## src/design/dmap_pkg.sv

```systemverilog
// ----------------------------------------------------------------------------
// Diameter message parser package
// Result codes, result record type and the constants shared by the parser
// top level, its output queue and its port checker.
// ----------------------------------------------------------------------------
`timescale 1ns / 1ps

package dmap_pkg;

   // result kinds
   localparam logic [2:0] KIND_HEADER     = 3'd0;
   localparam logic [2:0] KIND_AVP_HEADER = 3'd1;
   localparam logic [2:0] KIND_AVP_DATA   = 3'd2;
   localparam logic [2:0] KIND_MSG_END    = 3'd3;
   localparam logic [2:0] KIND_ERROR      = 3'd4;

   // error codes
   localparam logic [2:0] ERR_NONE          = 3'd0;
   localparam logic [2:0] ERR_VERSION       = 3'd1;
   localparam logic [2:0] ERR_MSG_LONG      = 3'd2;
   localparam logic [2:0] ERR_AVP_HDR_SHORT = 3'd3;
   localparam logic [2:0] ERR_AVP_LENGTH    = 3'd4;
   localparam logic [2:0] ERR_DATA_SHORT    = 3'd5;
   localparam logic [2:0] ERR_BUF_UNDER_HDR = 3'd6;

   // protocol constants
   localparam logic [7:0]  VERSION_OK       = 8'd1;
   localparam int unsigned VENDOR_FLAG_BIT  = 7;
   localparam logic [23:0] LAST_HDR_POS     = 24'd19;
   localparam logic [23:0] HDR_MSG_LEN      = 24'd20;
   localparam logic [23:0] AVP_HDR_PLAIN    = 24'd8;
   localparam logic [23:0] AVP_HDR_VENDOR   = 24'd12;

   // output queue sizing
   localparam int unsigned QUEUE_DEPTH = 4;
   localparam int unsigned QPTR_W      = 2;
   localparam int unsigned QCNT_W      = 3;

   typedef struct packed {
      logic [2:0]  kind;
      logic [2:0]  err_code;
      logic [7:0]  flags_out;
      logic [31:0] code_out;
      logic [31:0] ident_out;
      logic [31:0] hop_out;
      logic [31:0] end_out;
      logic [23:0] length_out;
      logic [7:0]  data_out;
      logic        last_of_run;
   } rsp_payload_type;

   function automatic rsp_payload_type make_rsp(
      input logic [2:0]  kind,
      input logic [2:0]  err_code,
      input logic [7:0]  flags,
      input logic [31:0] code,
      input logic [31:0] ident,
      input logic [31:0] hop,
      input logic [31:0] e2e,
      input logic [23:0] len,
      input logic [7:0]  data
   );
      rsp_payload_type r;
      r.kind        = kind;
      r.err_code    = err_code;
      r.flags_out   = flags;
      r.code_out    = code;
      r.ident_out   = ident;
      r.hop_out     = hop;
      r.end_out     = e2e;
      r.length_out  = len;
      r.data_out    = data;
      r.last_of_run = 1'b0;
      return r;
   endfunction

endpackage

```

## src/design/dmap_req_if.sv

```systemverilog
// ----------------------------------------------------------------------------
// Diameter parser byte channel
// Valid/ready channel carrying one message byte and the buffer end flag.
// ----------------------------------------------------------------------------
`timescale 1ns / 1ps

interface dmap_req_if;
   logic       valid;
   logic       ready;
   logic [7:0] in_byte;
   logic       buffer_end;

   modport source (output valid, output in_byte, output buffer_end, input ready);
   modport sink   (input valid, input in_byte, input buffer_end, output ready);
endinterface

```

## src/design/dmap_rsp_if.sv

```systemverilog
// ----------------------------------------------------------------------------
// Diameter parser result channel
// Valid/ready channel carrying one parse result record.
// ----------------------------------------------------------------------------
`timescale 1ns / 1ps

interface dmap_rsp_if;
   logic        valid;
   logic        ready;
   logic [2:0]  kind;
   logic [2:0]  err_code;
   logic [7:0]  flags_out;
   logic [31:0] code_out;
   logic [31:0] ident_out;
   logic [31:0] hop_out;
   logic [31:0] end_out;
   logic [23:0] length_out;
   logic [7:0]  data_out;
   logic        last_of_run;

   modport source (
      output valid, output kind, output err_code, output flags_out, output code_out,
      output ident_out, output hop_out, output end_out, output length_out,
      output data_out, output last_of_run, input ready
   );
   modport sink (
      input valid, input kind, input err_code, input flags_out, input code_out,
      input ident_out, input hop_out, input end_out, input length_out,
      input data_out, input last_of_run, output ready
   );
endinterface

```

## src/design/diameter_message_avp_parser.sv

```systemverilog
// ----------------------------------------------------------------------------
// Diameter message and AVP parser
// Results of an accepted byte are registered into the result queue in order.
// Throughput: one byte per cycle; a byte giving two results needs two output
// transactions, and the input stalls when the 4-entry result queue lacks room.
// Reset: synchronous; parser waits for a version byte, the queue is emptied.
// ----------------------------------------------------------------------------
`timescale 1ns / 1ps

module diameter_message_avp_parser (
   input  logic     clock,
   input  logic     reset,
   dmap_req_if.sink req_chan,
   dmap_rsp_if.source rsp_chan
);
   import dmap_pkg::*;

   typedef enum logic [3:0] {
      PH_VER, PH_HDR, PH_ACODE, PH_AFLAGS, PH_ALEN,
      PH_AVEND, PH_DATA, PH_PAD, PH_TRAIL, PH_WAIT
   } phase_type;

   phase_type   phase_ff, phase_in;
   logic [23:0] byte_position_ff, byte_position_in;
   logic [23:0] message_length_ff, message_length_in;
   logic [31:0] assembly_shift_ff, assembly_shift_in;
   logic [63:0] header_fields_ff, header_fields_in;
   logic [63:0] header_ids_ff, header_ids_in;
   logic [31:0] avp_code_ff, avp_code_in;
   logic [7:0]  avp_flags_ff, avp_flags_in;
   logic [23:0] avp_remaining_ff, avp_remaining_in;
   logic [1:0]  pad_remaining_ff, pad_remaining_in;

   logic            accept;
   logic            queue_room;
   logic [7:0]      in_byte;
   logic            buf_end;
   logic [23:0]     pos;
   logic [24:0]     pos_plus1;
   logic [24:0]     pos_plus12;
   logic [24:0]     msg_len_ext;
   logic [31:0]     shift_word;
   logic [63:0]     fields_shift;
   logic [23:0]     avp_len;
   logic [23:0]     avp_hdr_len;
   logic [2:0]      code_left;
   logic [1:0]      len_left;
   logic [25:0]     data_limit;

   logic            active;
   logic            err_hit;
   logic            fin_hit;
   logic            clear_state;
   phase_type       clear_phase;
   logic            do_finish;
   logic            do_after;
   logic [23:0]     fin_dl;
   logic [31:0]     fin_vendor;
   logic            prim_valid;
   rsp_payload_type prim;
   logic            second_valid;
   rsp_payload_type second;
   logic [1:0]      push_count;
   rsp_payload_type push_first;
   rsp_payload_type push_second;

   assign in_byte    = req_chan.in_byte;
   assign buf_end    = req_chan.buffer_end;
   assign accept     = req_chan.valid && req_chan.ready;
   assign req_chan.ready = queue_room;

   assign pos          = byte_position_ff;
   assign pos_plus1    = {1'b0, pos} + 25'd1;
   assign pos_plus12   = {1'b0, pos} + 25'd12;
   assign msg_len_ext  = {1'b0, message_length_ff};
   assign shift_word   = {assembly_shift_ff[23:0], in_byte};
   assign fields_shift = {header_fields_ff[55:0], in_byte};
   assign avp_len      = shift_word[23:0];
   assign avp_hdr_len  = avp_flags_ff[VENDOR_FLAG_BIT] ? AVP_HDR_VENDOR : AVP_HDR_PLAIN;
   assign code_left    = avp_remaining_ff[2:0] - 3'd1;
   assign len_left     = avp_remaining_ff[1:0] - 2'd1;

   // decode one byte against the current parse phase
   always_comb begin
      phase_in          = phase_ff;
      byte_position_in  = byte_position_ff;
      message_length_in = message_length_ff;
      assembly_shift_in = assembly_shift_ff;
      header_fields_in  = header_fields_ff;
      header_ids_in     = header_ids_ff;
      avp_code_in       = avp_code_ff;
      avp_flags_in      = avp_flags_ff;
      avp_remaining_in  = avp_remaining_ff;
      pad_remaining_in  = pad_remaining_ff;

      active       = 1'b1;
      err_hit      = 1'b0;
      fin_hit      = 1'b0;
      clear_state  = 1'b0;
      clear_phase  = PH_VER;
      do_finish    = 1'b0;
      do_after     = 1'b0;
      fin_dl       = avp_remaining_ff;
      fin_vendor   = '0;
      data_limit   = '0;
      prim_valid   = 1'b0;
      prim         = make_rsp(KIND_HEADER, ERR_NONE, '0, '0, '0, '0, '0, '0, '0);
      second_valid = 1'b0;
      second       = make_rsp(KIND_MSG_END, ERR_NONE, '0, '0, '0, '0, '0, '0, '0);

      case (phase_ff)
         PH_VER: begin
            header_fields_in = {56'd0, in_byte};
            byte_position_in = 24'd1;
            if (buf_end) begin
               prim_valid = 1'b1;
               prim = make_rsp(KIND_ERROR, ERR_BUF_UNDER_HDR, '0, '0, '0, '0, '0, '0, '0);
               err_hit = 1'b1;
            end else begin
               phase_in = PH_HDR;
            end
         end
         PH_HDR: begin
            if (pos < 24'd8) begin
               header_fields_in = fields_shift;
            end else if (pos < 24'd16) begin
               header_ids_in = {header_ids_ff[55:0], in_byte};
            end else begin
               assembly_shift_in = shift_word;
            end
            if (pos == 24'd3) begin
               message_length_in = fields_shift[23:0];
            end
            byte_position_in = pos_plus1[23:0];
            if (pos < LAST_HDR_POS) begin
               if (buf_end) begin
                  prim_valid = 1'b1;
                  prim = make_rsp(KIND_ERROR, ERR_BUF_UNDER_HDR,
                                  '0, '0, '0, '0, '0, '0, '0);
                  err_hit = 1'b1;
               end
            end else if (header_fields_ff[63:56] != VERSION_OK) begin
               prim_valid = 1'b1;
               prim = make_rsp(KIND_ERROR, ERR_VERSION, '0, '0, '0, '0, '0, '0, '0);
               err_hit = 1'b1;
            end else begin
               prim_valid = 1'b1;
               prim = make_rsp(KIND_HEADER, ERR_NONE, header_fields_ff[31:24],
                               {8'd0, header_fields_ff[23:0]}, header_ids_ff[63:32],
                               header_ids_ff[31:0], shift_word, message_length_ff, '0);
               if (message_length_ff <= HDR_MSG_LEN) begin
                  fin_hit = 1'b1;
               end else begin
                  phase_in          = PH_ACODE;
                  avp_remaining_in  = 24'd4;
                  assembly_shift_in = '0;
               end
            end
         end
         PH_ACODE: begin
            byte_position_in = pos_plus1[23:0];
            if (avp_remaining_ff >= 24'd4 && pos_plus12 > msg_len_ext) begin
               prim_valid = 1'b1;
               prim = make_rsp(KIND_ERROR, ERR_AVP_HDR_SHORT, '0, '0, '0, '0, '0, '0, '0);
               err_hit = 1'b1;
            end else begin
               assembly_shift_in = shift_word;
               avp_remaining_in  = {21'd0, code_left};
               if (code_left == 3'd0) begin
                  avp_code_in = shift_word;
                  phase_in    = PH_AFLAGS;
               end
            end
         end
         PH_AFLAGS: begin
            byte_position_in  = pos_plus1[23:0];
            avp_flags_in      = in_byte;
            phase_in          = PH_ALEN;
            avp_remaining_in  = 24'd3;
            assembly_shift_in = '0;
         end
         PH_ALEN: begin
            byte_position_in  = pos_plus1[23:0];
            assembly_shift_in = shift_word;
            avp_remaining_in  = {22'd0, len_left};
            if (len_left == 2'd0) begin
               if (avp_len < avp_hdr_len) begin
                  prim_valid = 1'b1;
                  prim = make_rsp(KIND_ERROR, ERR_AVP_LENGTH, '0, '0, '0, '0, '0, '0, '0);
                  err_hit = 1'b1;
               end else begin
                  avp_remaining_in = avp_len - avp_hdr_len;
                  if (avp_flags_ff[VENDOR_FLAG_BIT]) begin
                     phase_in          = PH_AVEND;
                     pad_remaining_in  = 2'd3;
                     assembly_shift_in = '0;
                  end else begin
                     do_finish  = 1'b1;
                     fin_dl     = avp_len - avp_hdr_len;
                     fin_vendor = '0;
                  end
               end
            end
         end
         PH_AVEND: begin
            byte_position_in  = pos_plus1[23:0];
            assembly_shift_in = shift_word;
            if (pad_remaining_ff == 2'd0) begin
               do_finish  = 1'b1;
               fin_dl     = avp_remaining_ff;
               fin_vendor = shift_word;
            end else begin
               pad_remaining_in = pad_remaining_ff - 2'd1;
            end
         end
         PH_DATA: begin
            byte_position_in = pos_plus1[23:0];
            prim_valid = 1'b1;
            prim = make_rsp(KIND_AVP_DATA, ERR_NONE, '0, '0, '0, '0, '0, '0, in_byte);
            avp_remaining_in = avp_remaining_ff - 24'd1;
            if (avp_remaining_in == 24'd0) begin
               do_after = 1'b1;
            end
         end
         PH_PAD: begin
            byte_position_in = pos_plus1[23:0];
            pad_remaining_in = pad_remaining_ff - 2'd1;
            if (pos_plus1 >= msg_len_ext) begin
               fin_hit = 1'b1;
            end else if (pad_remaining_in == 2'd0) begin
               phase_in          = PH_ACODE;
               avp_remaining_in  = 24'd4;
               assembly_shift_in = '0;
            end
         end
         default: begin
            // drop bytes until the buffer ends
            active = 1'b0;
            if (buf_end) begin
               clear_state = 1'b1;
            end
         end
      endcase

      // close an AVP header: check its data fits, then emit it
      if (do_finish) begin
         data_limit = {2'b0, pos} + 26'd1 + {2'b0, fin_dl};
         if (data_limit > {2'b0, message_length_ff}) begin
            prim_valid = 1'b1;
            prim = make_rsp(KIND_ERROR, ERR_DATA_SHORT, '0, '0, '0, '0, '0, '0, '0);
            err_hit = 1'b1;
         end else begin
            prim_valid = 1'b1;
            prim = make_rsp(KIND_AVP_HEADER, ERR_NONE, avp_flags_ff, avp_code_ff,
                            fin_vendor, '0, '0, fin_dl, '0);
            pad_remaining_in = 2'd0 - fin_dl[1:0];
            if (fin_dl != 24'd0) begin
               phase_in = PH_DATA;
            end else begin
               do_after = 1'b1;
            end
         end
      end

      // after the data of an AVP: end message, skip padding or start next AVP
      if (do_after) begin
         if (pos_plus1 >= msg_len_ext) begin
            fin_hit = 1'b1;
         end else if (pad_remaining_in != 2'd0) begin
            phase_in = PH_PAD;
         end else begin
            phase_in          = PH_ACODE;
            avp_remaining_in  = 24'd4;
            assembly_shift_in = '0;
         end
      end

      if (fin_hit) begin
         second_valid = 1'b1;
      end

      // settle the message on error, message end or buffer end
      if (active) begin
         if (err_hit) begin
            clear_state = 1'b1;
            clear_phase = buf_end ? PH_VER : PH_WAIT;
         end else if (fin_hit) begin
            clear_state = 1'b1;
            clear_phase = buf_end ? PH_VER : PH_TRAIL;
         end else if (buf_end) begin
            second_valid = 1'b1;
            second = make_rsp(KIND_ERROR, ERR_MSG_LONG, '0, '0, '0, '0, '0, '0, '0);
            clear_state = 1'b1;
         end
      end

      if (clear_state) begin
         phase_in          = clear_phase;
         byte_position_in  = '0;
         message_length_in = '0;
         assembly_shift_in = '0;
         header_fields_in  = '0;
         header_ids_in     = '0;
         avp_code_in       = '0;
         avp_flags_in      = '0;
         avp_remaining_in  = '0;
         pad_remaining_in  = '0;
      end
   end

   // order the results of this byte and mark the last one
   always_comb begin
      push_count = '0;
      if (accept) begin
         push_count = {1'b0, prim_valid} + {1'b0, second_valid};
      end
      push_first  = prim_valid ? prim : second;
      push_second = second;
      push_first.last_of_run  = !(prim_valid && second_valid);
      push_second.last_of_run = 1'b1;
   end

   // hold parse state, advance on each accepted transaction
   always_ff @(posedge clock) begin
      if (reset) begin
         phase_ff          <= PH_VER;
         byte_position_ff  <= '0;
         message_length_ff <= '0;
         assembly_shift_ff <= '0;
         header_fields_ff  <= '0;
         header_ids_ff     <= '0;
         avp_code_ff       <= '0;
         avp_flags_ff      <= '0;
         avp_remaining_ff  <= '0;
         pad_remaining_ff  <= '0;
      end else if (accept) begin
         phase_ff          <= phase_in;
         byte_position_ff  <= byte_position_in;
         message_length_ff <= message_length_in;
         assembly_shift_ff <= assembly_shift_in;
         header_fields_ff  <= header_fields_in;
         header_ids_ff     <= header_ids_in;
         avp_code_ff       <= avp_code_in;
         avp_flags_ff      <= avp_flags_in;
         avp_remaining_ff  <= avp_remaining_in;
         pad_remaining_ff  <= pad_remaining_in;
      end
   end

   dmap_out_queue u_out_queue (
      .clock       (clock),
      .reset       (reset),
      .push_count  (push_count),
      .push_first  (push_first),
      .push_second (push_second),
      .push_room   (queue_room),
      .rsp_chan    (rsp_chan)
   );

endmodule

```

## src/design/dmap_out_queue.sv

```systemverilog
// ----------------------------------------------------------------------------
// Diameter parser output queue
// Four-entry result queue; takes up to two results per cycle from the parser
// and presents them one per transaction on the result channel.
// ----------------------------------------------------------------------------
`timescale 1ns / 1ps

module dmap_out_queue (
   input  logic                      clock,
   input  logic                      reset,
   input  logic [1:0]                push_count,
   input  dmap_pkg::rsp_payload_type push_first,
   input  dmap_pkg::rsp_payload_type push_second,
   output logic                      push_room,
   dmap_rsp_if.source                rsp_chan
);
   import dmap_pkg::*;

   rsp_payload_type    entry_ff [QUEUE_DEPTH];
   logic [QPTR_W-1:0]  wr_ptr_ff, wr_ptr_in;
   logic [QPTR_W-1:0]  rd_ptr_ff, rd_ptr_in;
   logic [QCNT_W-1:0]  count_ff, count_in;
   logic               pop;
   rsp_payload_type    head;

   // take a transaction off the head
   assign pop       = rsp_chan.valid && rsp_chan.ready;
   assign push_room = count_ff <= QCNT_W'(QUEUE_DEPTH - 2);

   // advance pointers and fill count
   always_comb begin
      wr_ptr_in = wr_ptr_ff + QPTR_W'(push_count);
      rd_ptr_in = rd_ptr_ff + QPTR_W'(pop);
      count_in  = count_ff + QCNT_W'(push_count) - QCNT_W'(pop);
   end

   always_ff @(posedge clock) begin
      if (reset) begin
         wr_ptr_ff <= '0;
         rd_ptr_ff <= '0;
         count_ff  <= '0;
      end else begin
         wr_ptr_ff <= wr_ptr_in;
         rd_ptr_ff <= rd_ptr_in;
         count_ff  <= count_in;
      end
   end

   // write one or two entries in order
   always_ff @(posedge clock) begin
      if (push_count != 2'd0) begin
         entry_ff[wr_ptr_ff] <= push_first;
      end
      if (push_count == 2'd2) begin
         entry_ff[wr_ptr_ff + QPTR_W'(1)] <= push_second;
      end
   end

   // present the head entry
   assign head                 = entry_ff[rd_ptr_ff];
   assign rsp_chan.valid       = count_ff != '0;
   assign rsp_chan.kind        = head.kind;
   assign rsp_chan.err_code    = head.err_code;
   assign rsp_chan.flags_out   = head.flags_out;
   assign rsp_chan.code_out    = head.code_out;
   assign rsp_chan.ident_out   = head.ident_out;
   assign rsp_chan.hop_out     = head.hop_out;
   assign rsp_chan.end_out     = head.end_out;
   assign rsp_chan.length_out  = head.length_out;
   assign rsp_chan.data_out    = head.data_out;
   assign rsp_chan.last_of_run = head.last_of_run;

endmodule

```

## src/flat_wrapper.sv

```systemverilog
// flat-port wrapper written by rule: the top's interface ports become plain ports
module diameter_message_avp_parser_flat import dmap_pkg::*;
  (clock, reset, req_chan_valid, req_chan_in_byte, req_chan_buffer_end, req_chan_ready, rsp_chan_valid, rsp_chan_kind, rsp_chan_err_code, rsp_chan_flags_out, rsp_chan_code_out, rsp_chan_ident_out, rsp_chan_hop_out, rsp_chan_end_out, rsp_chan_length_out, rsp_chan_data_out, rsp_chan_last_of_run, rsp_chan_ready);
  dmap_req_if req_chan_i ();
  dmap_rsp_if rsp_chan_i ();
  input  logic clock;
  input  logic reset;
  input wire logic [$bits(req_chan_i.valid)-1:0] req_chan_valid;
  input wire logic [$bits(req_chan_i.in_byte)-1:0] req_chan_in_byte;
  input wire logic [$bits(req_chan_i.buffer_end)-1:0] req_chan_buffer_end;
  output wire logic [$bits(req_chan_i.ready)-1:0] req_chan_ready;
  output wire logic [$bits(rsp_chan_i.valid)-1:0] rsp_chan_valid;
  output wire logic [$bits(rsp_chan_i.kind)-1:0] rsp_chan_kind;
  output wire logic [$bits(rsp_chan_i.err_code)-1:0] rsp_chan_err_code;
  output wire logic [$bits(rsp_chan_i.flags_out)-1:0] rsp_chan_flags_out;
  output wire logic [$bits(rsp_chan_i.code_out)-1:0] rsp_chan_code_out;
  output wire logic [$bits(rsp_chan_i.ident_out)-1:0] rsp_chan_ident_out;
  output wire logic [$bits(rsp_chan_i.hop_out)-1:0] rsp_chan_hop_out;
  output wire logic [$bits(rsp_chan_i.end_out)-1:0] rsp_chan_end_out;
  output wire logic [$bits(rsp_chan_i.length_out)-1:0] rsp_chan_length_out;
  output wire logic [$bits(rsp_chan_i.data_out)-1:0] rsp_chan_data_out;
  output wire logic [$bits(rsp_chan_i.last_of_run)-1:0] rsp_chan_last_of_run;
  input wire logic [$bits(rsp_chan_i.ready)-1:0] rsp_chan_ready;
  assign req_chan_i.valid = req_chan_valid;
  assign req_chan_i.in_byte = req_chan_in_byte;
  assign req_chan_i.buffer_end = req_chan_buffer_end;
  assign req_chan_ready = req_chan_i.ready;
  assign rsp_chan_valid = rsp_chan_i.valid;
  assign rsp_chan_kind = rsp_chan_i.kind;
  assign rsp_chan_err_code = rsp_chan_i.err_code;
  assign rsp_chan_flags_out = rsp_chan_i.flags_out;
  assign rsp_chan_code_out = rsp_chan_i.code_out;
  assign rsp_chan_ident_out = rsp_chan_i.ident_out;
  assign rsp_chan_hop_out = rsp_chan_i.hop_out;
  assign rsp_chan_end_out = rsp_chan_i.end_out;
  assign rsp_chan_length_out = rsp_chan_i.length_out;
  assign rsp_chan_data_out = rsp_chan_i.data_out;
  assign rsp_chan_last_of_run = rsp_chan_i.last_of_run;
  assign rsp_chan_i.ready = rsp_chan_ready;
  diameter_message_avp_parser u_core (.clock(clock), .reset(reset), .req_chan(req_chan_i), .rsp_chan(rsp_chan_i));
endmodule
```

## config.mk

```make
export PLATFORM = sky130hd
export DESIGN_NAME = diameter_message_avp_parser_flat
export DESIGN_NICKNAME = d
export VERILOG_FILES = /design/src/design/dmap_pkg.sv /design/src/design/dmap_req_if.sv /design/src/design/dmap_rsp_if.sv /design/src/design/diameter_message_avp_parser.sv /design/src/design/dmap_out_queue.sv /design/src/flat_wrapper.sv
export SDC_FILE = /design/constraint.sdc
export NUM_CORES = 2
export LEC_CHECK = 0
export BUFFER_PORTS_ARGS = -buffer_cell sky130_fd_sc_hd__buf_2
export CAP_MARGIN = 20
export CORE_ASPECT_RATIO = 1.25
export CORE_MARGIN = 2
export CORE_UTILIZATION = 35
export CTS_CLUSTER_SIZE = 8
export DETAILED_ROUTE_END_ITERATION = 10
export GPL_ROUTABILITY_DRIVEN = 0
export GPL_TIMING_DRIVEN = 0
export PLACE_DENSITY_LB_ADDON = 0.15
export SLEW_MARGIN = 5
export SYNTH_ARGS = -nofsm -noshare
export SYNTH_HDL_FRONTEND = slang
export SYNTH_HIERARCHICAL = 1
export SYNTH_SLANG_ARGS = --single-unit
```

## constraint.sdc

```tcl
create_clock -name clock -period 18.1 [get_ports clock]
set_input_delay 1.81 -clock clock [delete_from_list [all_inputs] [get_ports clock]]
set_output_delay 1.81 -clock clock [all_outputs]
set_load 0.01 [all_outputs]
```

; ---- After elaboration in Yosys (flattened, before gate mapping)
; Memories as Yosys holds them, arrays and structs flattened. A register that Yosys moved wholly into a read port is not among the register bits.
; Index checks and enable logic that the tools add are counted.
[op_classes]
add_sub_neg = 16
mux = 146
n_eq_ne = 13
magnitude_cmp = 10
n_reduce_logical = 31
[ops]
columns = operator, n
row1 = 175-bit 2-to-1 mux, 13
row2 = 175-bit one-hot mux with 5 select lines, 1
row3 = 32-bit 2-to-1 mux, 21
row4 = 24-bit 2-to-1 mux, 20
row5 = 64-bit 2-to-1 mux, 6
row6 = 32-bit one-hot mux with 6 select lines, 1
row7 = 24-bit one-hot mux with 6 select lines, 1
row8 = 64-bit one-hot mux with 2 select lines, 1
row9 = 4-bit 2-to-1 mux, 22
row10 = "24-bit by 1-bit adder with 25-bit output, second input constant", 2
row11 = "24-bit by 5-bit less-than comparator with 1-bit output, second input constant", 2
row12 = 24-bit one-hot mux with 2 select lines, 1
row13 = 1-bit 2-to-1 mux, 40
row14 = 26-bit by 24-bit adder with 26-bit output, 1
row15 = 26-bit by 24-bit > comparator with 1-bit output, 1
row16 = "24-bit by 4-bit adder with 25-bit output, second input constant", 1
row17 = 25-bit by 24-bit greater-or-equal comparator with 1-bit output, 1
row18 = 25-bit by 24-bit > comparator with 1-bit output, 1
row19 = "24-bit by 2-bit equality test with 1-bit output, second input constant", 1
row20 = "24-bit by 3-bit greater-or-equal comparator with 1-bit output, second input constant", 1
row21 = "24-bit by 5-bit less-or-equal comparator with 1-bit output, second input constant", 1
row22 = 24-bit logical NOT, 1
row23 = 24-bit less-than comparator, 1
row24 = "24-bit by 4-bit less-than comparator with 1-bit output, second input constant", 1
row25 = other kinds (40), 74
[word_totals]
ff_bits = 285
input_bits = 13
output_inout_bits = 177
elab_cells = 230
ramBits = 700
memories = 1
[mem_list]
columns = name, words, word_bits, read_ports, rd_clocked_by_memory_dff, wr, line_no
row1 = u_core.u_out_queue.entry_ff, 4, 175, 1, 1, 2, dmap_out_queue.sv:19  ; rsp_payload_type entry_ff [QUEUE_DEPTH];

; ---- Logic depth before layout (Yosys ltp)
[logic_depth]
word_depth = 21
ltp_mapped = 43
ltp_nobuf = 40

; ---- Modules after synthesis
; The synthesis kept the hierarchy.
[by_module_without_submodules]
columns = module, cells_per_inst, n_inst, seq_area_each_um2, area_each_um2
row1 = dmap_out_queue, 1741, 1, 21160.3, 34623.2
row2 = diameter_message_avp_parser, 2004, 1, 5405.2, 16951.3

; ---- Worst setup path after synthesis
; Ideal clock, no wire load.
[synth_timing]
path_type = input to register
startpoint = input port req_chan_in_byte[2]
endpoint = memory u_core/u_out_queue/entry_ff[2][0] (netlist bit) (enable)
arrival_time_ps = 17299
n_path_buf = 3
required_time_ps = 17332
stages = 36
setup_ps = 768
setup_slack_ps = 33
path_cell_list = clkbuf_1 inv_1 ha_1 inv_1 ha_1 nor4_4 a31o_2 clkbuf_1 buf_1 nor2_1 a21oi_1 inv_1 ha_1 nor2b_1 o21ai_0 a21boi_0 o21ai_0 a21oi_1 a311o_1 nand3_1 and3_1 xnor2_1 ha_1 a21oi_1 o21ai_0 a2111o_1 or4_1 a31oi_1 a21oi_1 nor2_1 o21a_1 a311o_1 ha_1 and3_1 or3b_2 a21oi_1
[synth_lines]
columns = element, line_no
row1 = from (decl), flat_wrapper.sv:9  ; input wire logic [$bits(req_chan_i.in_byte)-1:0] req_chan_in_byte;
row2 = to (decl), dmap_out_queue.sv:19

==> summary.md <==
| Metric | Value |
|---|---|
| Outcome | `finished clean` |
| Die Wd | `347 microns` |
| Worst setup EP type | `flop` |
| Prevailing post-synth register cell | `sky130_fd_sc_hd__edfxtp_1` |
| Setup violations, final | `0` |
| DP Worst Slack | `4110 ps` |
| Class of the worst hold path | `flop to flop` |
| Number of antenna violations at the first check in global routing | `11` |
| Number of design-rule violations left by the first detailed-router iteration | `2,595` |
| Worst-case register-to-register setup slack | `6280 ps` |
| Site row count | `157` |
| CTS sink cnt | `977` |
| Overall die height | `433 microns` |
| Slew of the pin with the lowest slew margin | `1220 ps` |
| Post-route ant nets | `0` |
| Clock slew at reported path FFs | `50 ps` |
| Synth warn | `6` |
| Final Non-Filler Cells | `6,815` |
| WL/cell | `24.8 microns` |
| Global-route wire length before repair | `245,000 microns` |
| Area overhead of the layout relative to synthesis | `21.4%` |
| Cell taking the most area after synthesis | `sky130_fd_sc_hd__edfxtp_1` |
| Number of synthesized flops with an enable pin | `700` |
| P per Cell Area | `105 mW/mm^2` |
| Slowest cell on crit path | `sky130_fd_sc_hd__a21oi_4` |
| Post-detailed-placement cell area | `0.0585 sq mm` |
| Clock tree buffer depth | `3` |
| Number of flip-flops and latches in the synthesized netlist | `977` |
| H-tree lvl count | `4` |
| Vias in the first global route | `35,685` |
| Total number of nets in the final design | `4,938` |
| Sum of routed wire length over all layers | `169,000 microns` |
| Root Buffer Master | `sky130_fd_sc_hd__clkbuf_16` |
| TritonCTS clock tree | `yes` |
| Synth Instances | `3,745` |
| Initial core utilization | `35.2%` |
| Classification of the worst setup path | `primary input to flop` |
| Via count normalized by instance count | `5.21` |
| Cell repeated most along the worst path | `sky130_fd_sc_hd__ha_1` |
| Total CTS buffers | `141` |
| Setup TNS | `0 ps` |
| Biggest area contributors in the synthesized netlist | `sky130_fd_sc_hd__edfxtp_1 41%, sky130_fd_sc_hd__mux2_2 12%, sky130_fd_sc_hd__dfxtp_1 11%` |
| Placed insts | `6,571` |
| # DRC | `0` |
| Reported leakage power | `24.5 nW` |
| Post-CTS setup buffer count | `0` |
| Post-route met1 wirelength | `68,800 microns` |
| Beginning of the worst register-to-register path | `u_core/assembly_shift_ff[12]` |
| Critical Path Source Type | `primary input` |
| Estimated wirelength of the detail-placed design | `122,000 microns` |
| Post-route worst hold slack | `452 ps` |
| Met2 wire len | `84,200 microns` |
| Clock Latency Late Sink | `770 ps` |
| Max-cap violations | `0` |
| Synth top area share | `40.8%` |
| Routed vias | `35,495` |
| Fraction of the yosys area taken by sequential cells | `51.5%` |
| Data required time at the worst endpoint | `18,550 ps` |
| Count of final max-slew check failures | `0` |
| Post-Synthesis Mean Instance Area | `13.8 sq um` |
| Share of synthesized registers carrying an async set or reset | `0%` |
| Distinct cell type count of the synthesized netlist | `91` |
| DR WL met3 | `8550 microns` |
| Data arrival time of the critical path | `13,950 ps` |
| Biggest fanout along the worst timing path | `19` |
| Skew final | `35.8 ps` |
| CTS Hold Buffers Added | `0` |
| Slack of the critical path | `4600 ps` |
| Util after Layout | `42.8%` |
| Fraction of layout cells with a size suffix above 1 | `29.1%` |
| Total Die Area | `0.150 sq mm` |
| Final-report hold violation count | `0` |
| Global-route total usage across every layer | `22.3%` |
| Fin crit share | `74.6%` |
| Top layer used by detailed routing | `met5` |
| Quantity of gates resized following cts | `0` |
| Clock period minus final worst setup slack | `13,500 ps` |
| Launch instance of the worst min-delay path | `u_core/avp_code_ff[31]` |
| Count of buffers inserted at the top-level ports | `186` |
| Launching instance or port of the critical path | `req_chan_in_byte[2]` |
| Worst max-slew margin expressed relative to the limit | `18.7%` |
| Largest stage delay on the critical path | `690 ps` |
| # fillers | `13,759` |
| Total global routing overflow | `0` |
| Worst IR Drop VDD | `0.0659 mV` |
| Area of the core | `0.146 sq mm` |
| I/O pin cnt | `190` |
| Peak clock frequency supported by timing | `74.1 MHz` |
| Total power after layout | `6.57 mW` |
| RSZ-0062 raised after global routing | `false` |
| Post-layout instance area | `0.0626 sq mm` |
| Pin count of the biggest net entering global routing | `25` |
| Length of the first detailed-routing pass in iterations | `8` |
| Cell area after technology mapping | `0.0516 sq mm` |
==> synthesized netlist by cell type, types with 65 or more instances <==
cell type / n
sky130_fd_sc_hd__edfxtp_1: 700
sky130_fd_sc_hd__mux2_2: 569
sky130_fd_sc_hd__dfxtp_1: 277
sky130_fd_sc_hd__a22o_1: 236
sky130_fd_sc_hd__mux4_2: 175
sky130_fd_sc_hd__clkbuf_1: 169
sky130_fd_sc_hd__nor2_1: 157
sky130_fd_sc_hd__mux2_4: 123
sky130_fd_sc_hd__ha_1: 116
sky130_fd_sc_hd__nand2_1: 116
sky130_fd_sc_hd__a21oi_1: 83
sky130_fd_sc_hd__and3_1: 78
sky130_fd_sc_hd__inv_1: 72
sky130_fd_sc_hd__o21ai_0: 70
sky130_fd_sc_hd__buf_2: 65
==> final timing paths <==
path	to	cells past startpoint
worst min-delay path	u_core/avp_code_ff[31]	2
worst max register to register	u_core/u_out_queue/entry_ff[2][117]	38
worst min register to register	u_core/avp_code_ff[31]	2
worst max-delay path	u_core/u_out_queue/entry_ff[2][117]	43
==> power breakdown <==
| group | switching, mW | internal, mW | leakage, nW |
|---|---|---|---|
| Clock | 0.994 | 1.50 | 1.97 |
| Combinational | 0.840 | 0.597 | 13.8 |
| Sequential | 0.0432 | 2.59 | 8.71 |
| Total | 1.88 | 4.69 | 24.5 |
==> layout make-up <==
class | instances | area (sq um) | share of cell area [%]
inverters | 72 | 270 | 0.431
well taps | 1908 | 2390 | 3.81
multi-input cells | 3071 | 25700 | 41.1
diodes | 6 | 15.0 | 0.0240
flip-flops and latches | 977 | 26600 | 42.4
repair buffers | 237 | 1940 | 3.10
clock buffers | 229 | 4030 | 6.43
clock inverters | 8 | 75.1 | 0.120
plain buffers | 307 | 1600 | 2.56
==> per-layer routing <==
metal | up-vias | global-route usage, %
met2 | 1025 | 38.6
li1 | 16235 | -
met5 | - | 0
met3 | 360 | 3.65
met4 | 10 | 9.49
met1 | 17865 | 27.4
==> worst max-delay path, delay by kind of cell <==
| kind | cells | cell delay (ps) |
|---|---|---|
| fa+ha+maj | 5 | 1400 |
| buf+inv | 12 | 3370 |
| compound gates | 18 | 5190 |
| simple gates | 7 | 1940 |
| xor+xnor | 1 | 110 |
==> state kept, by name, summed over array words and instances, names as in the netlist <==
| signal | count |
|---|---|
| u_core/header_fields_ff | 64 |
| u_core/u_out_queue/wr_ptr_ff | 2 |
| u_core/byte_position_ff | 24 |
| u_core/u_out_queue/rd_ptr_ff | 2 |
| u_core/assembly_shift_ff | 24 |
| u_core/u_out_queue/entry_ff | 700 |
| u_core/phase_ff | 4 |
| u_core/avp_flags_ff | 8 |
| u_core/message_length_ff | 24 |
| u_core/avp_remaining_ff | 24 |
| u_core/u_out_queue/count_ff | 3 |
| u_core/avp_code_ff | 32 |
| u_core/header_ids_ff | 64 |
| u_core/pad_remaining_ff | 2 |
==> cell usage in the layout (no fill, tap or decap), types with 31 or more instances in the layout <==
cell,Yosys,routed
sky130_fd_sc_hd__edfxtp_1,700,700
sky130_fd_sc_hd__conb_1,2,684
sky130_fd_sc_hd__mux2_2,569,569
sky130_fd_sc_hd__dfxtp_1,277,277
sky130_fd_sc_hd__buf_2,65,253
sky130_fd_sc_hd__clkbuf_1,169,246
sky130_fd_sc_hd__a22o_1,236,236
sky130_fd_sc_hd__mux4_2,175,175
sky130_fd_sc_hd__nor2_1,157,156
sky130_fd_sc_hd__clkbuf_16,0,147
sky130_fd_sc_hd__mux2_4,123,123
sky130_fd_sc_hd__nand2_1,116,116
sky130_fd_sc_hd__ha_1,116,116
sky130_fd_sc_hd__a21oi_1,83,81
sky130_fd_sc_hd__and3_1,78,78
sky130_fd_sc_hd__inv_1,72,72
sky130_fd_sc_hd__o21ai_0,70,70
sky130_fd_sc_hd__xnor2_1,62,62
sky130_fd_sc_hd__a22oi_1,58,58
sky130_fd_sc_hd__nand4_1,47,47
sky130_fd_sc_hd__buf_6,40,43
sky130_fd_sc_hd__nor3_1,40,39
sky130_fd_sc_hd__xor2_1,35,35
sky130_fd_sc_hd__nand3_1,34,34
sky130_fd_sc_hd__a32o_1,31,31
==> cell families after synthesis <==
family | Yosys count | share of synthesized area, %
compound gates | 639 | 9.52
fa+ha+maj | 118 | 2.89
xor+xnor | 99 | 1.73
mux | 881 | 23.9
other cells | 2 | 0.0146
flops | 977 | 51.5
simple gates | 650 | 6.77
buf+inv | 379 | 3.62
(Power assumes the default switching activity.)
